## config.mk

```make
export PLATFORM = sky130hd
export DESIGN_NAME = murmur3_hash_32
export DESIGN_NICKNAME = d
export VERILOG_FILES = /design/src/hw/rtl/mm3_pkg.sv /design/src/hw/rtl/mm3_mac.sv /design/src/hw/rtl/mm3_ctrl.sv /design/src/hw/rtl/murmur3_hash_32.sv
export SDC_FILE = /design/constraint.sdc
export NUM_CORES = 1
export LEC_CHECK = 0
export BUFFER_PORTS_ARGS = -buffer_cell sky130_fd_sc_hd__buf_2
export CORE_AREA = 2 2 217 219
export CTS_BUF_LIST = sky130_fd_sc_hd__clkbuf_4 sky130_fd_sc_hd__clkbuf_8
export DETAILED_ROUTE_END_ITERATION = 10
export DIE_AREA = 0 0 219 221
export GPL_TIMING_DRIVEN = 0
export PLACE_DENSITY = 0.77
export SETUP_SLACK_MARGIN = 0.15
export SLEW_MARGIN = 40
export SYNTH_ARGS = -nofsm -noshare
export SYNTH_HDL_FRONTEND = slang
export SYNTH_HIERARCHICAL = 1
export SYNTH_SLANG_ARGS = --single-unit
```

## constraint.sdc

```tcl
create_clock -name i_clk -period 12.4 [get_ports i_clk]
set_clock_uncertainty 0.2 [all_clocks]
set_input_delay 1.86 -clock i_clk [delete_from_list [all_inputs] [get_ports i_clk]]
set_output_delay 1.86 -clock i_clk [all_outputs]
set_load 0.02 [all_outputs]
```

## src/hw/rtl/mm3_pkg.sv

```systemverilog
// shared types and constants for the murmur3 32-bit hash block
// no dependencies; imported by mm3_ctrl and murmur3_hash_32
`timescale 1ns / 1ps
`default_nettype none

package mm3_pkg;

    localparam logic [31:0] MIX_C1     = 32'hcc9e2d51;
    localparam logic [31:0] MIX_C2     = 32'h1b873593;
    localparam logic [31:0] ROUND_MUL  = 32'd5;
    localparam logic [31:0] ROUND_ADD  = 32'he6546b64;
    localparam logic [31:0] FIN_M1     = 32'h85ebca6b;
    localparam logic [31:0] FIN_M2     = 32'hc2b2ae35;
    localparam logic [31:0] SEED_RESET = 32'hb6871303;
    localparam logic [31:0] BODY_BYTES = 32'd4;
    localparam logic [2:0]  MAX_BYTES  = 3'd4;

    // sequencer states
    typedef enum logic [2:0] {
        S_IDLE,
        S_MIX1,
        S_MIX2,
        S_ROUND,
        S_FIN1,
        S_FIN2,
        S_EMIT
    } t_state;

    // operation steered onto the shared multiply-add unit
    typedef enum logic [2:0] {
        OP_NONE,
        OP_MIX1,
        OP_MIX2,
        OP_ROUND,
        OP_FIN1,
        OP_FIN2
    } t_op;

    // status from datapath to sequencer
    typedef struct packed {
        logic in_valid;
        logic in_last;
        logic in_empty;
        logic full_block;
        logic is_last;
        logic out_free;
    } t_stat;

    // controls from sequencer to datapath
    typedef struct packed {
        logic ready;
        t_op  op;
        logic emit;
    } t_ctrl;

endpackage

`default_nettype wire

```

## src/hw/rtl/mm3_mac.sv

```systemverilog
// shared 32-bit multiply-add unit, result kept modulo 2^32
// no dependencies
`timescale 1ns / 1ps
`default_nettype none

module mm3_mac (
    input  wire logic [31:0] i_a,
    input  wire logic [31:0] i_b,
    input  wire logic [31:0] i_c,
    output logic      [31:0] o_p
);

    logic [31:0] w_prod;

    // low half of the product is all the hash needs
    assign w_prod = i_a * i_b;
    assign o_p    = w_prod + i_c;

endmodule

`default_nettype wire

```

## src/hw/rtl/mm3_ctrl.sv

```systemverilog
// sequencer for the murmur3 block: walks one beat through the shared unit
// depends on mm3_pkg
`timescale 1ns / 1ps
`default_nettype none

module mm3_ctrl (
    input  wire logic          i_clk,
    input  wire logic          i_rst_n,
    input  wire mm3_pkg::t_stat i_stat,
    output mm3_pkg::t_ctrl     o_ctrl
);

    import mm3_pkg::*;

    t_state r_state;
    t_state n_state;

    always_ff @(posedge i_clk) begin
        if (!i_rst_n) begin
            r_state <= S_IDLE;
        end else begin
            r_state <= n_state;
        end
    end

    // next state
    always_comb begin
        n_state = r_state;
        unique case (r_state)
            S_IDLE: begin
                if (i_stat.in_valid) begin
                    n_state = (i_stat.in_last && i_stat.in_empty) ? S_FIN1 : S_MIX1;
                end
            end
            S_MIX1:  n_state = S_MIX2;
            S_MIX2:  n_state = i_stat.full_block ? S_ROUND : S_FIN1;
            S_ROUND: n_state = i_stat.is_last ? S_FIN1 : S_IDLE;
            S_FIN1:  n_state = S_FIN2;
            S_FIN2:  n_state = S_EMIT;
            S_EMIT: begin
                if (i_stat.out_free) begin
                    n_state = S_IDLE;
                end
            end
            default: n_state = S_IDLE;
        endcase
    end

    // outputs
    always_comb begin
        o_ctrl.ready = 1'b0;
        o_ctrl.op    = OP_NONE;
        o_ctrl.emit  = 1'b0;
        unique case (r_state)
            S_IDLE:  o_ctrl.ready = 1'b1;
            S_MIX1:  o_ctrl.op    = OP_MIX1;
            S_MIX2:  o_ctrl.op    = OP_MIX2;
            S_ROUND: o_ctrl.op    = OP_ROUND;
            S_FIN1:  o_ctrl.op    = OP_FIN1;
            S_FIN2:  o_ctrl.op    = OP_FIN2;
            S_EMIT:  o_ctrl.emit  = i_stat.out_free;
            default: o_ctrl.ready = 1'b0;
        endcase
    end

endmodule

`default_nettype wire

```

## src/hw/rtl/murmur3_hash_32.sv

```systemverilog
// top level of the 32-bit murmur3 hash block: datapath, seed register, output stage
// depends on mm3_pkg, mm3_mac and mm3_ctrl
`timescale 1ns / 1ps
`default_nettype none

// Streams a key in as little-endian 32-bit beats and returns its 32-bit
// MurmurHash3. Beats without tlast are full 4-byte body blocks (tuser is
// ignored on them). The tlast beat carries 0 to 4 bytes, given in tuser
// (values above 4 count as 4); bytes above that count are ignored. The key
// length is xored in, the fmix32 finalizer runs and one hash beat leaves
// on the master side. An accepted body beat makes three passes through
// the single 32x32 multiply-add unit before another beat is taken. A last
// beat of 1 to 3 bytes is first scrambled, one of 4 gets a body round;
// all then wait for the previous hash to be taken. The seed written on the
// configuration port applies from the start of the next key. The finished
// hash waits in an output register, so the next key can start meanwhile.

module murmur3_hash_32 (
    input  wire logic        i_clk,
    input  wire logic        i_rst_n,
    // seed register
    input  wire logic        i_cfg_we,
    input  wire logic [31:0] i_cfg_wdata,
    // key beats
    input  wire logic        s_axis_tvalid,
    output logic             s_axis_tready,
    input  wire logic [31:0] s_axis_tdata,   // [31:0] data_word
    input  wire logic [2:0]  s_axis_tuser,   // [2:0] byte_count
    input  wire logic        s_axis_tlast,   // is_last
    // hash beats
    output logic             m_axis_tvalid,
    input  wire logic        m_axis_tready,
    output logic      [31:0] m_axis_tdata    // [31:0] hash_value
);

    import mm3_pkg::*;

    t_stat w_stat;
    t_ctrl w_ctrl;

    // configuration
    logic [31:0] r_seed;

    // per-key and per-beat state
    logic        r_in_key;
    logic [31:0] r_hash;
    logic [31:0] r_len;
    logic [31:0] r_word;
    logic [31:0] r_k;
    logic        r_last;
    logic        r_tail;     // last beat with 1 to 3 bytes

    // output stage
    logic        r_out_valid;
    logic [31:0] r_out_data;

    // incoming beat decode
    logic        w_accept;
    logic [2:0]  w_cnt;
    logic [31:0] w_mask;
    logic [31:0] w_len_base;
    logic [31:0] w_len_add;

    // shared unit operands
    logic [31:0] w_mac_a;
    logic [31:0] w_mac_b;
    logic [31:0] w_mac_c;
    logic [31:0] w_mac_p;
    logic [31:0] w_mix_h;    // hash xored with the scrambled block
    logic [31:0] w_fin_x;    // hash with tail, length and first shift-xor
    logic [31:0] w_fin_y;    // second shift-xor of the finalizer
    logic [31:0] w_fin_pre;

    assign w_accept = s_axis_tvalid && w_ctrl.ready;

    always_comb begin
        // saturate the byte count, full block on non-last beats
        if (!s_axis_tlast || s_axis_tuser > MAX_BYTES) begin
            w_cnt = MAX_BYTES;
        end else begin
            w_cnt = s_axis_tuser;
        end
        w_mask = '0;
        for (int i = 0; i < 4; i++) begin
            if (3'(i) < w_cnt) begin
                w_mask[8*i +: 8] = 8'hff;
            end
        end
        w_len_base = r_in_key ? r_len : '0;
        w_len_add  = s_axis_tlast ? {29'd0, w_cnt} : BODY_BYTES;
    end

    // operand steering for the multiply-add unit
    always_comb begin
        w_mix_h   = r_hash ^ r_k;
        w_fin_pre = r_hash ^ r_len ^ (r_tail ? r_k : '0);
        w_fin_x   = w_fin_pre ^ (w_fin_pre >> 16);
        w_fin_y   = r_hash ^ (r_hash >> 13);
        w_mac_a   = '0;
        w_mac_b   = '0;
        w_mac_c   = '0;
        unique case (w_ctrl.op)
            OP_NONE: begin
                w_mac_a = '0;
            end
            OP_MIX1: begin
                w_mac_a = r_word;
                w_mac_b = MIX_C1;
            end
            OP_MIX2: begin
                // rotl 15 of the first product
                w_mac_a = {r_k[16:0], r_k[31:17]};
                w_mac_b = MIX_C2;
            end
            OP_ROUND: begin
                // rotl 13, then h*5 + add
                w_mac_a = {w_mix_h[18:0], w_mix_h[31:19]};
                w_mac_b = ROUND_MUL;
                w_mac_c = ROUND_ADD;
            end
            OP_FIN1: begin
                w_mac_a = w_fin_x;
                w_mac_b = FIN_M1;
            end
            OP_FIN2: begin
                w_mac_a = w_fin_y;
                w_mac_b = FIN_M2;
            end
            default: begin
                w_mac_a = '0;
            end
        endcase
    end

    mm3_mac u_mac (
        .i_a (w_mac_a),
        .i_b (w_mac_b),
        .i_c (w_mac_c),
        .o_p (w_mac_p)
    );

    assign w_stat.in_valid   = s_axis_tvalid;
    assign w_stat.in_last    = s_axis_tlast;
    assign w_stat.in_empty   = (w_cnt == 3'd0);
    assign w_stat.full_block = !r_tail;
    assign w_stat.is_last    = r_last;
    assign w_stat.out_free   = !r_out_valid || m_axis_tready;

    mm3_ctrl u_ctrl (
        .i_clk   (i_clk),
        .i_rst_n (i_rst_n),
        .i_stat  (w_stat),
        .o_ctrl  (w_ctrl)
    );

    // seed register
    always_ff @(posedge i_clk) begin
        if (!i_rst_n) begin
            r_seed <= SEED_RESET;
        end else if (i_cfg_we) begin
            r_seed <= i_cfg_wdata;
        end
    end

    // key tracking
    always_ff @(posedge i_clk) begin
        if (!i_rst_n) begin
            r_in_key <= 1'b0;
        end else if (w_ctrl.emit) begin
            r_in_key <= 1'b0;
        end else if (w_accept) begin
            r_in_key <= 1'b1;
        end
    end

    // datapath registers
    always_ff @(posedge i_clk) begin
        if (w_accept) begin
            r_word <= s_axis_tdata & w_mask;
            r_last <= s_axis_tlast;
            r_tail <= s_axis_tlast && (w_cnt != 3'd0) && (w_cnt != MAX_BYTES);
            r_len  <= w_len_base + w_len_add;
            r_hash <= r_in_key ? r_hash : r_seed;
        end else begin
            unique case (w_ctrl.op)
                OP_MIX1, OP_MIX2: begin
                    r_k <= w_mac_p;
                end
                OP_ROUND, OP_FIN1, OP_FIN2: begin
                    r_hash <= w_mac_p;
                end
                OP_NONE: begin
                    r_k <= r_k;
                end
                default: begin
                    r_k <= r_k;
                end
            endcase
        end
    end

    // output stage: last shift-xor of the finalizer lands here
    always_ff @(posedge i_clk) begin
        if (!i_rst_n) begin
            r_out_valid <= 1'b0;
        end else if (w_ctrl.emit) begin
            r_out_valid <= 1'b1;
        end else if (m_axis_tready) begin
            r_out_valid <= 1'b0;
        end
    end

    always_ff @(posedge i_clk) begin
        if (w_ctrl.emit) begin
            r_out_data <= r_hash ^ (r_hash >> 16);
        end
    end

    assign s_axis_tready = w_ctrl.ready;
    assign m_axis_tvalid = r_out_valid;
    assign m_axis_tdata  = r_out_data;

endmodule

`default_nettype wire

```

==> flow_summary_export.csv, run 1 <==
group,metric,value,unit
grt,first_global_vias,21590,
grt,grt_start_max_net_pins,68,
sta,setup_violations,0,
placement,io_buffers,105,
grt,initial_antenna_violation_count,5,
outcome,outcome,"complete, no violations",
flow_run,maxCapViolations,0,
synth,synthFlopType,"edfxtp_1",
synth,syn_avg_cell_area,9.913,µm²
clock_network,cts_setup_buffers,0,
pwr,switching_power_as_a_share_of_total_power,51.50,%
critical_path,cp_common_cell,"fa_1",
pwr,power.internal,2.197,mW
clock_network,cts_made_buffers,17,
die,floorplan.initialDensity,59.14,%
synth,synthCells,2748,
grt,global_route.overflow_total,0,
clock_network,hold_buffers,0,
die,io_pins,107,
placement,gpl.final_weighted_congestion,1.023,
clock_network,tritoncts,"done",
critical_path,critPathCaptureType,"flop",
finish,nFillCells,3843,
placement,preCtsSetupSlack,0.6982,ns
critical_path,critPathKind,"reg2reg",
detailed_routing,wl,83640,µm
sta,final-hold-violation-count,0,
synth,synth.yosys.warnings,6,
pwr,share_comb_of_total_power,66.7,%
clock_network,cts_repair_resize_count,0,
pwr,power.net_switching,2.333,mW
critical_path,path_delay_family,"adder cells",
pwr,fin_total_pwr,4.529,mW
sta,holdWs,0.2620,ns
critical_path,crit_path_max_incr_delay,0.62,ns
critical_path,critical_path.startpoint_type,"flop",
clock_network,clk_pin_slew,0.11,ns
die,count_of_standard_cell_rows,79,
detailed_routing,drtPass1Iterations,5,
finish,layout-drive-gt1-share,7.378,%
synth,ys_async_sr_fraction,0,%
finish,diodes,0,
finish,finalNetCount,3544,
critical_path,worst-path-buf-inv,13,
synth,synth-seq-cells,199,
pwr,pwr-share-clk,9.1,%
clock_network,cts.sinks,199,
die,fp.dieW,219,µm
detailed_routing,route.detailed.vias_per_inst,5.658,
clock_network,maximum_buffer_depth_of_the_clock_tree,2,
detailed_routing,drc_errors,0,
detailed_routing,final_antenna_net_count,0,
critical_path,cp_max_fo,28,
critical_path,critPathRequiredTime,12.45,ns
detailed_routing,first_iter_violations,1462,
detailed_routing,route.vias.total,19920,
sta,maximum_frequency_from_static_timing_analysis,0.08382,GHz
finish,final_util,63.29,%
sta,min_period,11.93,ns
placement,dpl_cell_area,28760,µm²
synth,synth.lib_cells_used.distinct,72,
pwr,seq_power_share,24.3,%
sta,final-max-slew-violation-count,0,
clock_network,cts.root.buffer_cell,"clkbuf_8",
placement,hpwlAfterDp,68100,µm
grt,grt_pass1_wl,128300,µm
sta,tightest_slew,0.9916,ns
sta,setup-tns-final,0,ns
sta,unrepaired_setup_endpoints_after_global_routing,"no",
critical_path,worst_path_max_delay_cell,"a221oi_1",
finish,layout-area-overhead-vs-synth,7.009,%
grt,grtUsageTotal,35.97,%
clock_network,clock_insertion_delay_worst_skew,0.52,ns
min_path,hold_class,"reg2reg",
sta,min_period_over_period,96.21,%
pwr,cellLeakagePower,13.05,nW
die,core_region_area,46060,µm²
die,dieHeight,221,µm
sta,max_slew_margin,33.88,%
critical_path,worstPathArrival,11.98,ns
finish,layout_common_cells,"inv_1, fa_1, and2_1",
synth,synth.yosys.seq_area_share,20.58,%
finish,mostFrequentLayoutCell,"inv_1",
die,die-area,48400,µm²
finish,fin_area,29150,µm²
sta,post-route-worst-setup-slack,0.4697,ns
synth,synth_enable_flop_cells,162,
detailed_routing,detail_route.wl_per_cell,23.75,µm
placement,dpl.cell_count,3489,
synth,synth_area,27240,µm²
pwr,worst_ir_drop_vdd,0.1227,mV
clock_network,cts_max_level,4,
pwr,power.density,155.4,nW/µm²
finish,final-instance-count-excl-fill,3521,
registers in the layout (all words and copies together) (netlist names), 3 cells and up:
| register | cells |
|---|---|
| m_axis_tdata | 32 |
| r_hash | 32 |
| r_k | 32 |
| r_len | 32 |
| r_seed | 32 |
| r_word | 32 |
| u_ctrl/r_state | 3 |
routing by layer:
| metal | up-vias | GRT usage [%] | share of wire, % |
|---|---|---|---|
| met1 | 10030 | 45.63 | 38 |
| met3 | 242 | 5.746 | 8.0 |
| met2 | 951 | 58.22 | 47 |
| met5 | - | 0 | 0.022 |
| li1 | 8701 | - | - |
| met4 | 2 | 21.38 | 6.9 |
cell usage after synthesis, types with 5 or more instances:
| cell | number | area, µm² |
|---|---|---|
| mux2i_1 | 38 | 380.4 |
| edfxtp_1 | 162 | 4865 |
| o21ai_0 | 13 | 65.06 |
| nand2_1 | 267 | 1002 |
| nor2b_1 | 36 | 225.2 |
| o21ai_1 | 55 | 275.3 |
| clkbuf_1 | 132 | 495.5 |
| ha_1 | 131 | 1639 |
| and2_1 | 389 | 2434 |
| buf_2 | 6 | 30.03 |
| a21oi_1 | 31 | 155.2 |
| o21a_1 | 7 | 52.55 |
| fa_1 | 439 | 8788 |
| nand3_1 | 14 | 70.07 |
| nor2_1 | 43 | 161.4 |
| nor3_1 | 9 | 45.04 |
| nor3_2 | 5 | 50.05 |
| xor2_1 | 83 | 727.0 |
| inv_1 | 491 | 1843 |
| nand4_1 | 8 | 50.05 |
| dfxtp_1 | 37 | 740.7 |
| mux2_1 | 32 | 360.4 |
| a221oi_1 | 32 | 280.3 |
| and3_1 | 8 | 50.05 |
| a21o_1 | 16 | 120.1 |
| a22o_1 | 7 | 61.31 |
| xnor2_1 | 179 | 1568 |
| nand2b_1 | 10 | 62.56 |
area by class of cell:
type	instances	area (µm²)	share of cell area, %
clock inverters	13	131.4	0.4507
multi-input cells	1928	19330	66.31
clock buffers	19	249.0	0.8542
plain buffers	144	590.6	2.026
repair buffers	116	623.1	2.138
well taps	607	759.5	2.605
inverters	495	1863	6.391
flip-flops and latches	199	5605	19.23
path summary, 6_finish.rpt:
| check | startpoint | endpoint | slack, ns | depth (start not counted) |
|---|---|---|---|---|
| min | r_hash[25]$_DFFE_PP_ | m_axis_tdata[25]$_DFFE_PP_ | 0.26 | 0 |
| min reg2reg | r_hash[25]$_DFFE_PP_ | m_axis_tdata[25]$_DFFE_PP_ | 0.26 | 0 |
| max reg2reg | u_ctrl/r_state[1]$_SDFFE_PN0P_ | r_hash[30]$_DFFE_PP_ | 0.47 | 36 |
| max | u_ctrl/r_state[1]$_SDFFE_PN0P_ | r_hash[30]$_DFFE_PP_ | 0.47 | 36 |
power by group through the flow:
stage	Sequential (mW)	Clock, mW	Combinational [mW]
after floorplan	1.04	0	1.92
after global placement	1.11	0	2.88
final	1.10	0.411	3.02
after detailed placement	1.11	0	2.93
after global routing	1.10	0.433	3.26
after CTS	1.09	0.420	2.97
cells by family after synthesis:
kind of cell | synth area share (%)
buf+inv | 8.915
simple gates | 16.22
other cells | 0.01377
fa+ha+maj | 38.28
mux | 2.719
flops | 20.58
compound gates | 4.850
xor+xnor | 8.424
No activity file was read; power rests on OpenSTA's default activity.
==> run 2, diff against run 1 <==
==> constraint.sdc (replaced) <==
create_clock -name i_clk -period 14.7 [get_ports i_clk]
set_clock_uncertainty 0.2 [all_clocks]
set_input_delay 0 -clock i_clk [delete_from_list [all_inputs] [get_ports i_clk]]
set_output_delay 0 -clock i_clk [all_outputs]
set_load 0.02 [all_outputs]
==> run 2 against run 1 <==
  * Count of clock-buffer cells in the layout unchanged
  * Sequential power decreased by 16%
  * Die area unchanged
  * Critical path depth decreased by 2
  * Largest cell class unchanged
  * Largest power group unchanged
  * Highest routed layer is now met4
==> flow_summary_export.csv, run 2 (synthesized netlist as in run 1, its figures left out) <==
group,metric,value,unit
detailed_routing,drtPass1Iterations,5,
critical_path,path_delay_family,"adder cells",
min_path,hold_class,"in2reg",
sta,post-route-worst-setup-slack,2.785,ns
placement,dpl_cell_area,28760,µm²
sta,unrepaired_setup_endpoints_after_global_routing,"no",
detailed_routing,route.detailed.vias_per_inst,5.714,
clock_network,cts_max_level,4,
detailed_routing,detail_route.wl_per_cell,24.22,µm
sta,setup-tns-final,0,ns
critical_path,r2r_cells,34,
critical_path,crit_path_max_incr_delay,0.61,ns
clock_network,cts_made_buffers,17,
finish,layout_common_cells,"inv_1, fa_1, and2_1",
placement,io_buffers,105,
clock_network,clk_pin_slew,0.10,ns
critical_path,cp_common_cell,"fa_1",
detailed_routing,final_antenna_net_count,0,
finish,fin_area,30510,µm²
sta,tightest_slew,0.9755,ns
critical_path,worst_path_max_delay_cell,"a221oi_1",
finish,finalNetCount,3679,
critical_path,reg2reg_to,"r_hash[30]$_DFFE_PP_",
detailed_routing,route.vias.total,20900,
finish,layout-drive-gt1-share,7.051,%
pwr,worst_ir_drop_vdd,0.09422,mV
sta,min_period_over_period,81.05,%
finish,final_util,66.24,%
grt,initial_antenna_violation_count,5,
grt,global_route.overflow_total,0,
die,die-area,48400,µm²
clock_network,hold_buffers,134,
die,io_pins,107,
pwr,cellLeakagePower,13.64,nW
critical_path,reg2reg_setup_slack,2.79,ns
clock_network,clock_insertion_delay_worst_skew,0.52,ns
detailed_routing,first_iter_violations,1739,
critical_path,worstPathArrival,11.98,ns
clock_network,cts.sinks,199,
grt,grt_start_max_net_pins,68,
outcome,outcome,"complete, no violations",
sta,holdWs,0.09550,ns
grt,grt_pass1_wl,136100,µm
clock_network,maximum_buffer_depth_of_the_clock_tree,2,
sta,max_slew_margin,34.97,%
critical_path,cp-endpoint,"r_hash[30]$_DFFE_PP_",
pwr,fin_total_pwr,3.877,mW
critical_path,critPathKind,"reg2reg",
detailed_routing,wl,88600,µm
finish,layout-area-overhead-vs-synth,12.00,%
die,fp.dieW,219,µm
finish,nFillCells,3647,
flow_run,maxCapViolations,0,
critical_path,critPathLaunch,"u_ctrl/r_state[2]$_SDFFE_PN0P_",
finish,mostFrequentLayoutCell,"inv_1",
grt,grtUsageTotal,38.10,%
pwr,power.density,127.1,nW/µm²
placement,gpl.final_weighted_congestion,1.023,
critical_path,critPathRequiredTime,14.76,ns
sta,maximum_frequency_from_static_timing_analysis,0.08393,GHz
die,core_region_area,46060,µm²
sta,min_period,11.91,ns
sta,final-hold-violation-count,0,
detailed_routing,drc_errors,0,
placement,dpl.cell_count,3489,
clock_network,tritoncts,"done",
die,count_of_standard_cell_rows,79,
sta,final-max-slew-violation-count,0,
critical_path,critPathCaptureType,"flop",
critical_path,timing.rr.start,"u_ctrl/r_state[2]$_SDFFE_PN0P_",
critical_path,timing.critical_path.depth,34,
finish,final-instance-count-excl-fill,3658,
die,floorplan.initialDensity,59.14,%
die,dieHeight,221,µm
clock_network,cts_repair_resize_count,0,
clock_network,cts.root.buffer_cell,"clkbuf_8",
grt,first_global_vias,22810,
clock_network,cts_setup_buffers,0,
critical_path,critical_path.startpoint_type,"flop",
critical_path,worst-path-buf-inv,11,
placement,preCtsSetupSlack,2.998,ns
critical_path,cp_max_fo,28,
sta,setup_violations,0,
placement,hpwlAfterDp,68100,µm
run 2: changes by cell type in the layout (fill, tap and decap cells not counted):
cell           before  now
diode_2             0    2
nor3_2              6    5
clkbuf_2           13   12
clkbuf_1          118  119
dlygate4sd3_1       0  134
buf_4               0    1
nor3_4              0    1
run 2: layout make-up:
class,count,area [µm²],area share [%]
Clock buffer,19,249.0,0.8161
Sequential cell,199,5605,18.37
Multi-Input combinational cell,1928,19330,63.37
Inverter,495,1863,6.106
Antenna cell,2,5.005,0.01640
Tap cell,607,759.5,2.489
Clock inverter,13,131.4,0.4306
Timing Repair Buffer,251,1972,6.463
Buffer,144,589.3,1.932
run 2: worst min path at each step:
stage / from / to / depth (start not counted)
6_report: s_axis_tlast / r_last$_DFFE_PP_ / 2
5_1_grt: s_axis_tlast / r_last$_DFFE_PP_ / 2
4_1_cts: s_axis_tlast / r_last$_DFFE_PP_ / 2
3_5_place_dp: i_cfg_wdata[31] / r_seed[31]$_SDFFE_PN1P_ / 3
3_3_place_gp: i_cfg_wdata[29] / r_seed[29]$_SDFFE_PN1P_ / 3
2_1_floorplan: s_axis_tlast / r_last$_DFFE_PP_ / 0
run 2: report_power, final:
part,internal (mW),switching [mW]
Combinational,0.939,1.66
Clock,0.130,0.225
Sequential,0.810,0.116
Total,1.88,2.00
run 2: per-layer routing:
metal | wire length [µm] | up-vias | track usage (%)
li1 | - | 8970 | -
met1 | 32560 | 10520 | 47.26
met2 | 42550 | 1135 | 62.80
met3 | 7411 | 281 | 6.213
met4 | 6082 | 0 | 22.56
met5 | 0 | - | 0
